### config.mk
export PLATFORM = sky130hd
export DESIGN_NAME = meter_readout_handshake_flat
export DESIGN_NICKNAME = d
export VERILOG_FILES = /design/src/mrh_pkg.sv /design/src/mrh_if.sv /design/src/mrh_core.sv /design/src/meter_readout_handshake.sv /design/src/flat_wrapper.sv
export SDC_FILE = /design/constraint.sdc
export NUM_CORES = 1
export LEC_CHECK = 0
export BUFFER_PORTS_ARGS = -buffer_cell sky130_fd_sc_hd__buf_2
export CELL_PAD_IN_SITES_DETAIL_PLACEMENT = 1
export CELL_PAD_IN_SITES_GLOBAL_PLACEMENT = 2
export CORE_UTILIZATION = 40
export DETAILED_ROUTE_END_ITERATION = 16
export PLACE_DENSITY = 0.89
export SLEW_MARGIN = 20
export SYNTH_ARGS = -nofsm -noshare
export SYNTH_HDL_FRONTEND = slang
export SYNTH_SLANG_ARGS = --single-unit
export TNS_END_PERCENT = 5
### constraint.sdc
create_clock -name clk -period 5.8 [get_ports clk]
set_input_delay 1.16 -clock clk [delete_from_list [all_inputs] [get_ports clk]]
set_output_delay 1.16 -clock clk [all_outputs]
set_load 0.01 [all_outputs]
### src/mrh_pkg.sv
`timescale 1ns / 1ps

package mrh_pkg;

  typedef logic [2:0]  action_t;
  typedef logic [2:0]  baud_t;
  typedef logic [7:0]  char_t;
  typedef logic [15:0] timeout_t;

  // result codes
  localparam action_t ACT_NONE    = 3'd0;
  localparam action_t ACT_SEND_ID = 3'd1;
  localparam action_t ACT_ERROR   = 3'd2;
  localparam action_t ACT_SILENT  = 3'd3;
  localparam action_t ACT_DATASET = 3'd4;

  localparam timeout_t TIMEOUT_RESET = 16'd2000;

  // characters of the request "/?!" CR LF and the option select message
  localparam char_t CH_SLASH = 8'h2F;
  localparam char_t CH_QUEST = 8'h3F;
  localparam char_t CH_EXCL  = 8'h21;
  localparam char_t CH_CR    = 8'h0D;
  localparam char_t CH_LF    = 8'h0A;
  localparam char_t CH_ACK   = 8'h06;
  localparam char_t CH_ZERO  = 8'h30;
  localparam char_t CH_SIX   = 8'h36;
  localparam char_t CH_UPA   = 8'h41;
  localparam char_t CH_UPF   = 8'h46;

  localparam logic [2:0] REQ_LAST = 3'd4;
  localparam baud_t      BAUD_BAD = 3'd7;

  typedef struct packed {
    logic  opcode;   // 1 = millisecond tick
    char_t rx_byte;
  } item_t;

  typedef struct packed {
    action_t action;
    baud_t   baud_index;
  } result_t;

  // expected request character at a given match position
  function automatic char_t req_char(input logic [2:0] idx);
    char_t c;
    case (idx)
      3'd0:    c = CH_SLASH;
      3'd1:    c = CH_QUEST;
      3'd2:    c = CH_EXCL;
      3'd3:    c = CH_CR;
      3'd4:    c = CH_LF;
      default: c = CH_SLASH;
    endcase
    return c;
  endfunction

  // Z character to speed index; BAUD_BAD when not a valid speed
  function automatic baud_t map_speed(input char_t z);
    baud_t s;
    if (z >= CH_ZERO && z <= CH_SIX) begin
      s = 3'(z - CH_ZERO);
    end else if (z >= CH_UPA && z <= CH_UPF) begin
      s = 3'(z - CH_UPA + 8'd1);
    end else begin
      s = BAUD_BAD;
    end
    return s;
  endfunction

endpackage

### src/mrh_if.sv
`timescale 1ns / 1ps

interface mrh_item_if;
  logic                valid;
  logic                ready;
  logic                opcode;
  mrh_pkg::char_t      rx_byte;
  modport source (output valid, output opcode, output rx_byte, input ready);
  modport sink   (input valid, input opcode, input rx_byte, output ready);
endinterface

interface mrh_result_if;
  logic                valid;
  logic                ready;
  mrh_pkg::action_t    action;
  mrh_pkg::baud_t      baud_index;
  modport source (output valid, output action, output baud_index, input ready);
  modport sink   (input valid, input action, input baud_index, output ready);
endinterface

interface mrh_cfg_if;
  logic                valid;
  logic                ready;
  mrh_pkg::timeout_t   timeout_ms;
  modport source (output valid, output timeout_ms, input ready);
  modport sink   (input valid, input timeout_ms, output ready);
endinterface

### src/mrh_core.sv
`timescale 1ns / 1ps

module mrh_core (
  input  logic               clk,
  input  logic               rst,
  input  logic               step,
  input  mrh_pkg::item_t     item_in,
  input  mrh_pkg::timeout_t  timeout_ms,
  output mrh_pkg::result_t   result_out
);

  typedef enum logic {
    PH_REQUEST,
    PH_OPTION
  } phase_t;

  phase_t             phase, phase_next;
  logic [2:0]         match_index, match_index_next;
  mrh_pkg::timeout_t  countdown, countdown_next;
  logic [2:0]         option_index, option_index_next;
  mrh_pkg::char_t     opt_v, opt_z, opt_y;
  mrh_pkg::result_t   res_next;

  logic               expire;
  mrh_pkg::baud_t     z_speed;
  logic               restart;

  assign expire  = (countdown <= 16'd1);
  assign z_speed = mrh_pkg::map_speed(opt_z);

  always_comb begin
    phase_next          = phase;
    match_index_next    = match_index;
    countdown_next      = countdown;
    option_index_next   = option_index;
    res_next.action     = mrh_pkg::ACT_NONE;
    res_next.baud_index = 3'd0;
    restart             = 1'b0;

    unique case (phase)
      PH_REQUEST: begin
        if (item_in.opcode) begin
          // timer runs only once a first request byte is in
          if (match_index != 3'd0) begin
            if (expire) begin
              restart         = 1'b1;
              res_next.action = mrh_pkg::ACT_ERROR;
            end else begin
              countdown_next = countdown - 16'd1;
            end
          end
        end else if (item_in.rx_byte == mrh_pkg::req_char(match_index)) begin
          if (match_index == mrh_pkg::REQ_LAST) begin
            phase_next        = PH_OPTION;
            match_index_next  = 3'd0;
            countdown_next    = timeout_ms;
            option_index_next = 3'd0;
            res_next.action   = mrh_pkg::ACT_SEND_ID;
          end else begin
            match_index_next = match_index + 3'd1;
          end
        end else begin
          // mismatch: restart match, timer keeps running
          match_index_next = 3'd0;
          res_next.action  = mrh_pkg::ACT_ERROR;
        end
      end
      PH_OPTION: begin
        if (item_in.opcode) begin
          if (expire) begin
            restart         = 1'b1;
            res_next.action = (option_index == 3'd0) ? mrh_pkg::ACT_DATASET
                                                     : mrh_pkg::ACT_SILENT;
          end else begin
            countdown_next = countdown - 16'd1;
          end
        end else begin
          case (option_index)
            3'd0: begin
              if (item_in.rx_byte == mrh_pkg::CH_ACK) begin
                option_index_next = 3'd1;
              end else begin
                restart         = 1'b1;
                res_next.action = mrh_pkg::ACT_ERROR;
              end
            end
            3'd1, 3'd2, 3'd3: begin
              option_index_next = option_index + 3'd1;
            end
            3'd4: begin
              if (item_in.rx_byte == mrh_pkg::CH_CR) begin
                option_index_next = 3'd5;
              end else begin
                restart         = 1'b1;
                res_next.action = mrh_pkg::ACT_ERROR;
              end
            end
            default: begin
              restart = 1'b1;
              if (item_in.rx_byte == mrh_pkg::CH_LF && opt_v == mrh_pkg::CH_ZERO &&
                  z_speed != mrh_pkg::BAUD_BAD && opt_y == mrh_pkg::CH_ZERO) begin
                res_next.action     = mrh_pkg::ACT_DATASET;
                res_next.baud_index = z_speed;
              end else begin
                res_next.action = mrh_pkg::ACT_ERROR;
              end
            end
          endcase
        end
      end
      default: begin
        restart = 1'b1;
      end
    endcase

    if (restart) begin
      phase_next        = PH_REQUEST;
      match_index_next  = 3'd0;
      countdown_next    = timeout_ms;
      option_index_next = 3'd0;
    end
  end

  always_ff @(posedge clk) begin
    if (rst) begin
      phase        <= PH_REQUEST;
      match_index  <= 3'd0;
      countdown    <= mrh_pkg::TIMEOUT_RESET;
      option_index <= 3'd0;
    end else if (step) begin
      phase        <= phase_next;
      match_index  <= match_index_next;
      countdown    <= countdown_next;
      option_index <= option_index_next;
    end
  end

  // option bytes V, Z, Y and the result register: payload, no reset
  always_ff @(posedge clk) begin
    if (step) begin
      result_out <= res_next;
      if (phase == PH_OPTION && !item_in.opcode) begin
        if (option_index == 3'd1) opt_v <= item_in.rx_byte;
        if (option_index == 3'd2) opt_z <= item_in.rx_byte;
        if (option_index == 3'd3) opt_y <= item_in.rx_byte;
      end
    end
  end

endmodule

### src/meter_readout_handshake.sv
`timescale 1ns / 1ps

// Meter-side optical readout handshake (mode C style, data readout only).
// Each transaction on item carries either a received byte (opcode 0) or a
// one-millisecond tick (opcode 1) and produces exactly one transaction on
// result: action 0 none, 1 send identification, 2 error and restart,
// 3 silent restart, 4 send dataset, with baud_index giving the line speed
// (nonzero only for a dataset started by a valid option select message).
// Timing: one transaction accepted per clock while result does not stall; a
// result is valid on result once its item has passed the input register and
// then the result register that holds the state update. result backpressure
// stalls both stages, but item stays ready while the input register is free.
// The timeout_ms register (reset 2000) is written over cfg, which is always
// ready; write it only while the block is idle. A new value takes effect at
// the next reload of the countdown.
module meter_readout_handshake (
  input  logic               clk,
  input  logic               rst,
  mrh_item_if.sink           item,
  mrh_result_if.source       result,
  mrh_cfg_if.sink            cfg
);

  mrh_pkg::timeout_t  timeout_ms;

  // input register
  logic               in_valid;
  mrh_pkg::item_t     in_item;

  // result register valid
  logic               out_valid;
  mrh_pkg::result_t   out_res;

  logic               advance;
  logic               step;

  assign advance    = !out_valid || result.ready;
  assign step       = in_valid && advance;
  assign item.ready = !in_valid || advance;
  assign cfg.ready  = 1'b1;

  always_ff @(posedge clk) begin
    if (rst) begin
      timeout_ms <= mrh_pkg::TIMEOUT_RESET;
      in_valid   <= 1'b0;
      out_valid  <= 1'b0;
    end else begin
      if (cfg.valid) timeout_ms <= cfg.timeout_ms;
      // input stage refills in the same cycle it drains
      if (item.valid && item.ready) begin
        in_valid <= 1'b1;
      end else if (step) begin
        in_valid <= 1'b0;
      end
      if (step) begin
        out_valid <= 1'b1;
      end else if (result.ready) begin
        out_valid <= 1'b0;
      end
    end
  end

  always_ff @(posedge clk) begin
    if (item.valid && item.ready) begin
      in_item.opcode  <= item.opcode;
      in_item.rx_byte <= item.rx_byte;
    end
  end

  mrh_core u_core (
    .clk        (clk),
    .rst        (rst),
    .step       (step),
    .item_in    (in_item),
    .timeout_ms (timeout_ms),
    .result_out (out_res)
  );

  assign result.valid      = out_valid;
  assign result.action     = out_res.action;
  assign result.baud_index = out_res.baud_index;

endmodule

### src/flat_wrapper.sv
// flat-port wrapper written by rule: the top's interface ports become plain ports
module meter_readout_handshake_flat 
  (clk, rst, item_valid, item_opcode, item_rx_byte, item_ready, result_valid, result_action, result_baud_index, result_ready, cfg_valid, cfg_timeout_ms, cfg_ready);
  mrh_item_if item_i ();
  mrh_result_if result_i ();
  mrh_cfg_if cfg_i ();
  input  logic clk;
  input  logic rst;
  input wire logic [$bits(item_i.valid)-1:0] item_valid;
  input wire logic [$bits(item_i.opcode)-1:0] item_opcode;
  input wire logic [$bits(item_i.rx_byte)-1:0] item_rx_byte;
  output wire logic [$bits(item_i.ready)-1:0] item_ready;
  output wire logic [$bits(result_i.valid)-1:0] result_valid;
  output wire logic [$bits(result_i.action)-1:0] result_action;
  output wire logic [$bits(result_i.baud_index)-1:0] result_baud_index;
  input wire logic [$bits(result_i.ready)-1:0] result_ready;
  input wire logic [$bits(cfg_i.valid)-1:0] cfg_valid;
  input wire logic [$bits(cfg_i.timeout_ms)-1:0] cfg_timeout_ms;
  output wire logic [$bits(cfg_i.ready)-1:0] cfg_ready;
  assign item_i.valid = item_valid;
  assign item_i.opcode = item_opcode;
  assign item_i.rx_byte = item_rx_byte;
  assign item_ready = item_i.ready;
  assign result_valid = result_i.valid;
  assign result_action = result_i.action;
  assign result_baud_index = result_i.baud_index;
  assign result_i.ready = result_ready;
  assign cfg_i.valid = cfg_valid;
  assign cfg_i.timeout_ms = cfg_timeout_ms;
  assign cfg_ready = cfg_i.ready;
  meter_readout_handshake u_core (.clk(clk), .rst(rst), .item(item_i), .result(result_i), .cfg(cfg_i));
endmodule
# After elaboration in Yosys (flattened, before gate mapping)
# Cells that the tools add are included.
[word_totals]
reg_bits = 80
input_bits = 30
out_inout_bits = 9
wordCells = 137
[op_classes]
add_sub_neg = 6
order_cmp = 5
n_eq_ne = 28
mux = 57
n_bitwise = 2
n_reduce_logical = 25
[ops]
columns = ["op", "count"]
rows = [
  ["16-bit two-way mux", 7],
  ["3-bit two-way mux", 20],
  ["16-bit case mux with 2 select lines", 1],
  ["6-bit case mux with 4 select lines", 1],
  ["3-bit case mux with 3 select lines", 2],
  ["8-bit by 4-bit equality test with 1-bit output, second input constant", 2],
  ["8-bit by 6-bit equality test with 1-bit output, second input constant", 2],
  ["16-bit by 1-bit less-or-equal comparator with 1-bit output, second input constant", 1],
  ["1-bit two-way mux", 16],
  ["8-bit two-way mux", 2],
  ["16-bit by 1-bit subtractor with 16-bit output, second input constant", 1],
  ["3-bit != test, second input constant", 5],
  ["3-bit by 2-bit equality test with 1-bit output, second input constant", 4],
  ["4-bit by 3-bit != test with 1-bit output, second input constant", 3],
  ["3-bit case mux with 2 select lines", 2],
  ["3-bit AND reduction", 4],
  ["3-bit by 1-bit adder with 3-bit output, second input constant", 3],
  ["8-bit by 3-bit equality test with 1-bit output, second input constant", 1],
  ["8-bit equality test", 1],
  ["8-bit by 6-bit >= comparator with 1-bit output, second input constant", 1],
  ["8-bit by 7-bit >= comparator with 1-bit output, second input constant", 1],
  ["8-bit by 6-bit less-or-equal comparator with 1-bit output, second input constant", 1],
  ["8-bit by 7-bit less-or-equal comparator with 1-bit output, second input constant", 1],
  ["1-bit logical AND", 8],
  ["21 further kinds", 33],
]

# Depth between registers and ports, before layout
[depth]
depth_word = 11
ltp_mapped = 10
depth_no_buf = 8

# By module
# From an unflattened synthesis, not the netlist that was laid out.
[hier_totals]
hier_cells = 385
area_unflattened_um2 = 4077.7
[by_module_without_submodules]
columns = ["mod", "instances", "cells_each", "area_each_um2", "seq_area_each_um2"]
rows = [
  ["mrh_core", 1, 312, 3114.2, 1361.3],
  ["meter_readout_handshake", 1, 73, 963.4, 630.6],
]

# Worst setup path after synthesis
# OpenSTA, ideal clock, no wires.
[synth_timing]
kind = "input -> register"
start = "in result_ready"
end = "reg u_core.u_core.opt_v[0] (enable)"
setup_ns = 0.385
t_arrival_ns = 2.529
required_time_ns = 5.415
path_slack_ns = 2.886
path_stages = 5
n_path_buf = 1
cell_sequence = "nor2b_1 -> nor2b_1 -> clkbuf_1 -> nand2_1 -> nor3b_1"
[synth_between]
elab_chain_len = 3
[synth_rtl]
columns = ["item", "line_no", "rtl"]
rows = [
  ["start: declaration", "flat_wrapper.sv:16", "input wire logic [$bits(result_i.ready)-1:0] result_ready;"],
  ["1-bit logical OR", "meter_readout_handshake.sv:37", "assign advance = !out_valid || result.ready;"],
  ["1-bit logical AND", "meter_readout_handshake.sv:38", "assign step = in_valid && advance;"],
  ["via u_core.step", "meter_readout_handshake.sv:35", "logic step;"],
  ["3-bit AND reduction (no line)", "n/a", ""],
  ["end signal: assignment", "mrh_core.sv:143", "if (option_index == 3'd1) opt_v <= item_in.rx_byte;"],
  ["end: declaration", "mrh_core.sv:21", "mrh_pkg::char_t opt_v, opt_z, opt_y;"],
]
# The timed path passes the listed nets, and every way through them passes these cells.
# A chain may end at the register's enable or synchronous reset.

# Worst setup path after layout
[layout_timing]
start = "reg u_core.u_core.option_index[0]"
end = "reg u_core.u_core.countdown[14]"
[layout_between]
elab_chain_len = 7
word_cells_on_any_way = 15
cone_classes = "8 x eq/ne; 4 x mux; 3 x reduce/logical"
[layout_rtl]
columns = ["item", "line_no", "rtl"]
rows = [
  ["start: declaration", "mrh_core.sv:20", "logic [2:0] option_index, option_index_next;"],
  ["start signal: assignment", "mrh_core.sv:134", "option_index <= option_index_next;"],
  ["3-bit by 1-bit equality test with 1-bit output / 3-bit by 2-bit equality test with 1-bit output (equally long branches)", "mrh_core.sv:78", "case (option_index)"],
  ["3-bit OR reduction", "mrh_core.sv:78", ""],
  ["1-bit case mux with 3 select lines *", "mrh_core.sv:78", ""],
  ["1-bit two-way mux *", "mrh_core.sv:69", "if (item_in.opcode) begin"],
  ["1-bit case mux with 2 select lines *", "mrh_core.sv:40", "unique case (phase)"],
  ["4-bit by 3-bit != test with 1-bit output (no line), or another cell as far along", "n/a", ""],
  ["5-bit AND reduction (no line)", "n/a", ""],
  ["end signal: assignment", "mrh_core.sv:128", "countdown <= mrh_pkg::TIMEOUT_RESET;"],
  ["end signal: assignment", "mrh_core.sv:133", "countdown <= countdown_next;"],
  ["end: declaration", "mrh_core.sv:19", "mrh_pkg::timeout_t countdown, countdown_next;"],
]
# Every way passes the cells marked *; elsewhere a longest branch is shown, timed or not.

==> impl_metrics.toml <==
[clock_network]
post-cts-setup-buffers = 0
cts_buffers = 9
cts_tree = "built"
cts_root_buf = "clkbuf_8"
htreeDepth = 3
clk_pin_slew_ns = 0.09
cts_resized = 0
insertion_delay_ns = 0.37
clk_path_buf_depth = 2
clkSinkCount = 80
postCtsHoldBufs = 0

[global_routing]
grtUsageTotal = 0.217
antenna_found_initial = 0
grt_max_degree = 34
grt_pass1_vias = 3398
grt_pass1_wl_mm = 17.2
grt_remaining_overflow = 0

[setup_path]
critPathCaptureType = "flip-flop"
crit_buf_inv = 2
r2r_end = "u_core.u_core.countdown[14]$_SDFFE_PP0P_"
worst_setup_path_start_kind = "flip-flop"
cp.depth = 9
reg2reg_depth = 9
crit_path_cell_trace = "inv_1 -> ha_1 -> o21ba_2 -> o21a_1 -> o21ai_1 -> buf_4 -> nand3_1 -> o311ai_0 -> o31ai_1"
cp.required_ns = 6.03
critPathLaunch = "u_core.u_core.option_index[0]$_SDFFE_PP0P_"
critPathKind = "flip-flop to flip-flop"
critPathMaxFanout = 16
endpoint = "u_core.u_core.countdown[14]$_SDFFE_PP0P_"
cpLargestDelayFamily = "compound AO/OA/AOI/OAI gates"
critPathSlowestCell = "nand3_1"
reg2reg_slack_ns = 2.74
critPathMaxStageDelay_ns = 0.66
crit_arrival_ns = 3.29
timing.rr.start = "u_core.u_core.option_index[0]$_SDFFE_PP0P_"

[finish]
final_common_cell = "dfxtp_1"
finalNetCount = 473
layout-drive-gt1-share = 0.189
area_growth_pct = 11.7
insertedDiodeCount = 0
final_cell_mix = "dfxtp_1, nor2_1, edfxtp_1"

[route]
met3_wirelength_um = 231
routedWlPerCell_um = 18.3
vias = 3261
dr.max_layer_used = "met4"
wl_met2_mm = 5.23
wl_mm = 10.4
drt-met1-wl_mm = 4.74
drc = 0
first_iter_violations = 75
viasPerCell = 5.74
dr.pass1.iters = 5
final_antenna_net_count = 0

[outcome]
status = "finished clean"

[yosys]
synth_area_leaders = "edfxtp_1, dfxtp_1, mux2i_1, ha_1, nor2_1"
ys_types = 67
synth_area_um2 = 4110
synth_edf_count = 39
synthCells = 395
ys_seq_area_frac = 0.484
yosysWarnings = 0
synth_area_leader_cell = "edfxtp_1"
synth_top_area_frac = 0.285
syn_area_per_cell_um2 = 10.4
synth_flop_cell = "dfxtp_1"
syn_nets = 438
async_reset_ff_frac = 0
ys_ff_latch = 80

[floorplanning]
rows = 36
ios = 39
dieArea_um2 = 10700
die_h_um = 103
start_util = 0.417
coreArea_um2 = 9860
die_w_um = 103

[timing]
min_period_ns = 3.06
worst_pin_slew_ns = 0.891
hold_viol_final = 0
clock_skew_ns = 0.0162
fin_tns_setup_ns = 0
maxSlewHeadroom = 0.404
drv_slew = 0
final-setup-viol-count = 0
maxClockFrequency_ghz = 0.327
final.setup.worst_slack_ns = 2.74
finalCritPeriodShare = 0.527
rsz0062_at_grt = "no"

[place]
gp_congestion = 0.844
pre_cts_slack_ns = 2.66
portBuffers = 37
hpwlAfterDp_mm = 7.40

[power]
vdd_drop_max_mv = 0.105
leakage_nw = 1.61
power_density_nw_per_um2 = 232

[run]
maxCapViolCount = 0

[min_path]
min_path_type = "flip-flop to flip-flop"
## area by class of cell
cell class,instances,area (um2)
fillers,1132,5270
well taps,133,166
inverters,14,52.6
flip-flops and latches,80,1990
clock buffers,9,124
repair buffers,40,208
clock inverters,7,52.6
multi-input cells,285,2000
## through the flow
step	instance area (um2)	instances	total power, W	util	hold slack [ns]
floorplan	4110	395	0.000668	-	0.436
detailed placement	4410	552	0.000695	0.447	0.462
finish	4590	568	0.00107	0.466	0.479
CTS	4580	568	0.00108	0.465	0.486
global placement	4410	552	0.000692	0.447	0.461
global route	4590	568	0.00111	0.466	0.511
## worst min-delay path, delay by kind of cell, from the launching register on
kind / cells / cell delay [ns]
multiplexers: 1 / 0.06
AND/OR/NAND/NOR: 1 / 0.05
flip-flops: 1 / 0.34
## worst min path at each step
stage,endpoint,cells past startpoint,start,slack [ns]
floorplan,u_core.timeout_ms[8]$_SDFFE_PP1P_,2,u_core.timeout_ms[8]$_SDFFE_PP1P_,0.44
global placement,u_core.timeout_ms[7]$_SDFFE_PP1P_,2,u_core.timeout_ms[7]$_SDFFE_PP1P_,0.46
detailed placement,u_core.timeout_ms[8]$_SDFFE_PP1P_,2,u_core.timeout_ms[8]$_SDFFE_PP1P_,0.46
CTS,u_core.timeout_ms[10]$_SDFFE_PP1P_,2,u_core.timeout_ms[10]$_SDFFE_PP1P_,0.49
global route,u_core.timeout_ms[8]$_SDFFE_PP1P_,2,u_core.timeout_ms[8]$_SDFFE_PP1P_,0.51
finish,u_core.timeout_ms[10]$_SDFFE_PP1P_,2,u_core.timeout_ms[10]$_SDFFE_PP1P_,0.48
## power by group
group / internal, W / leakage (nW) / total (W) / switching (W)
Clock: 0.000160 / 0.0886 / 0.000385 / 0.000225
Combinational: 0.0000259 / 0.831 / 0.0000633 / 0.0000375
Sequential: 0.000605 / 0.692 / 0.000618 / 0.0000129
Total: 0.000790 / 1.61 / 0.00107 / 0.000276
## logic make-up (layout without fill, tap and decap cells)
kind of cell	Yosys count	after routing	share of synthesized area
mux	21	21	0.0520
compound gates	105	105	0.207
fa+ha+maj	13	13	0.0396
buf+inv	30	70	0.0320
simple gates	144	144	0.182
other cells	1	1	0.000912
xor+xnor	1	1	0.00213
flops	80	80	0.484
## flip-flops by register name, summed over array words and instances (netlist names)
name	count
u_core.timeout_ms	16
u_core.u_core.countdown	16
u_core.in_item	9
u_core.u_core.opt_v	8
u_core.u_core.opt_y	8
u_core.u_core.opt_z	8
u_core.u_core.result_out	6
u_core.u_core.match_index	3
u_core.u_core.option_index	3
u_core.in_valid	1
u_core.result.valid	1
u_core.u_core.phase	1
## layer usage
metal,vias up,track usage
li1,1588,-
met2,42,0.389
met4,0,0.0748
met5,-,0
met1,1617,0.260
met3,14,0.0410
## Yosys cell counts (3+ instances only)
library cell  number
edfxtp_1          39
o22ai_1            4
a21oi_1           19
nor3b_1            3
nor2_1            39
dfxtp_1           41
ha_1              13
nor4b_1            3
clkbuf_1          12
or4_1              5
mux2_2             3
nand4_1            6
inv_1             14
o21a_1            10
o211ai_1           5
nor4_1             4
nand3_1            9
nand2b_1           4
nor2b_1            4
nand2_1           28
and3_1             9
nor3_1            10
a211oi_1           5
mux2i_1           18
o21ai_0            8
o311ai_0           4
o31ai_2            5
and2_1             5
a31oi_1            5
o31ai_1            6
or2_2              4
a2111oi_0          5
o311ai_2           3
Note: power is estimated with default switching activity, not from simulation.
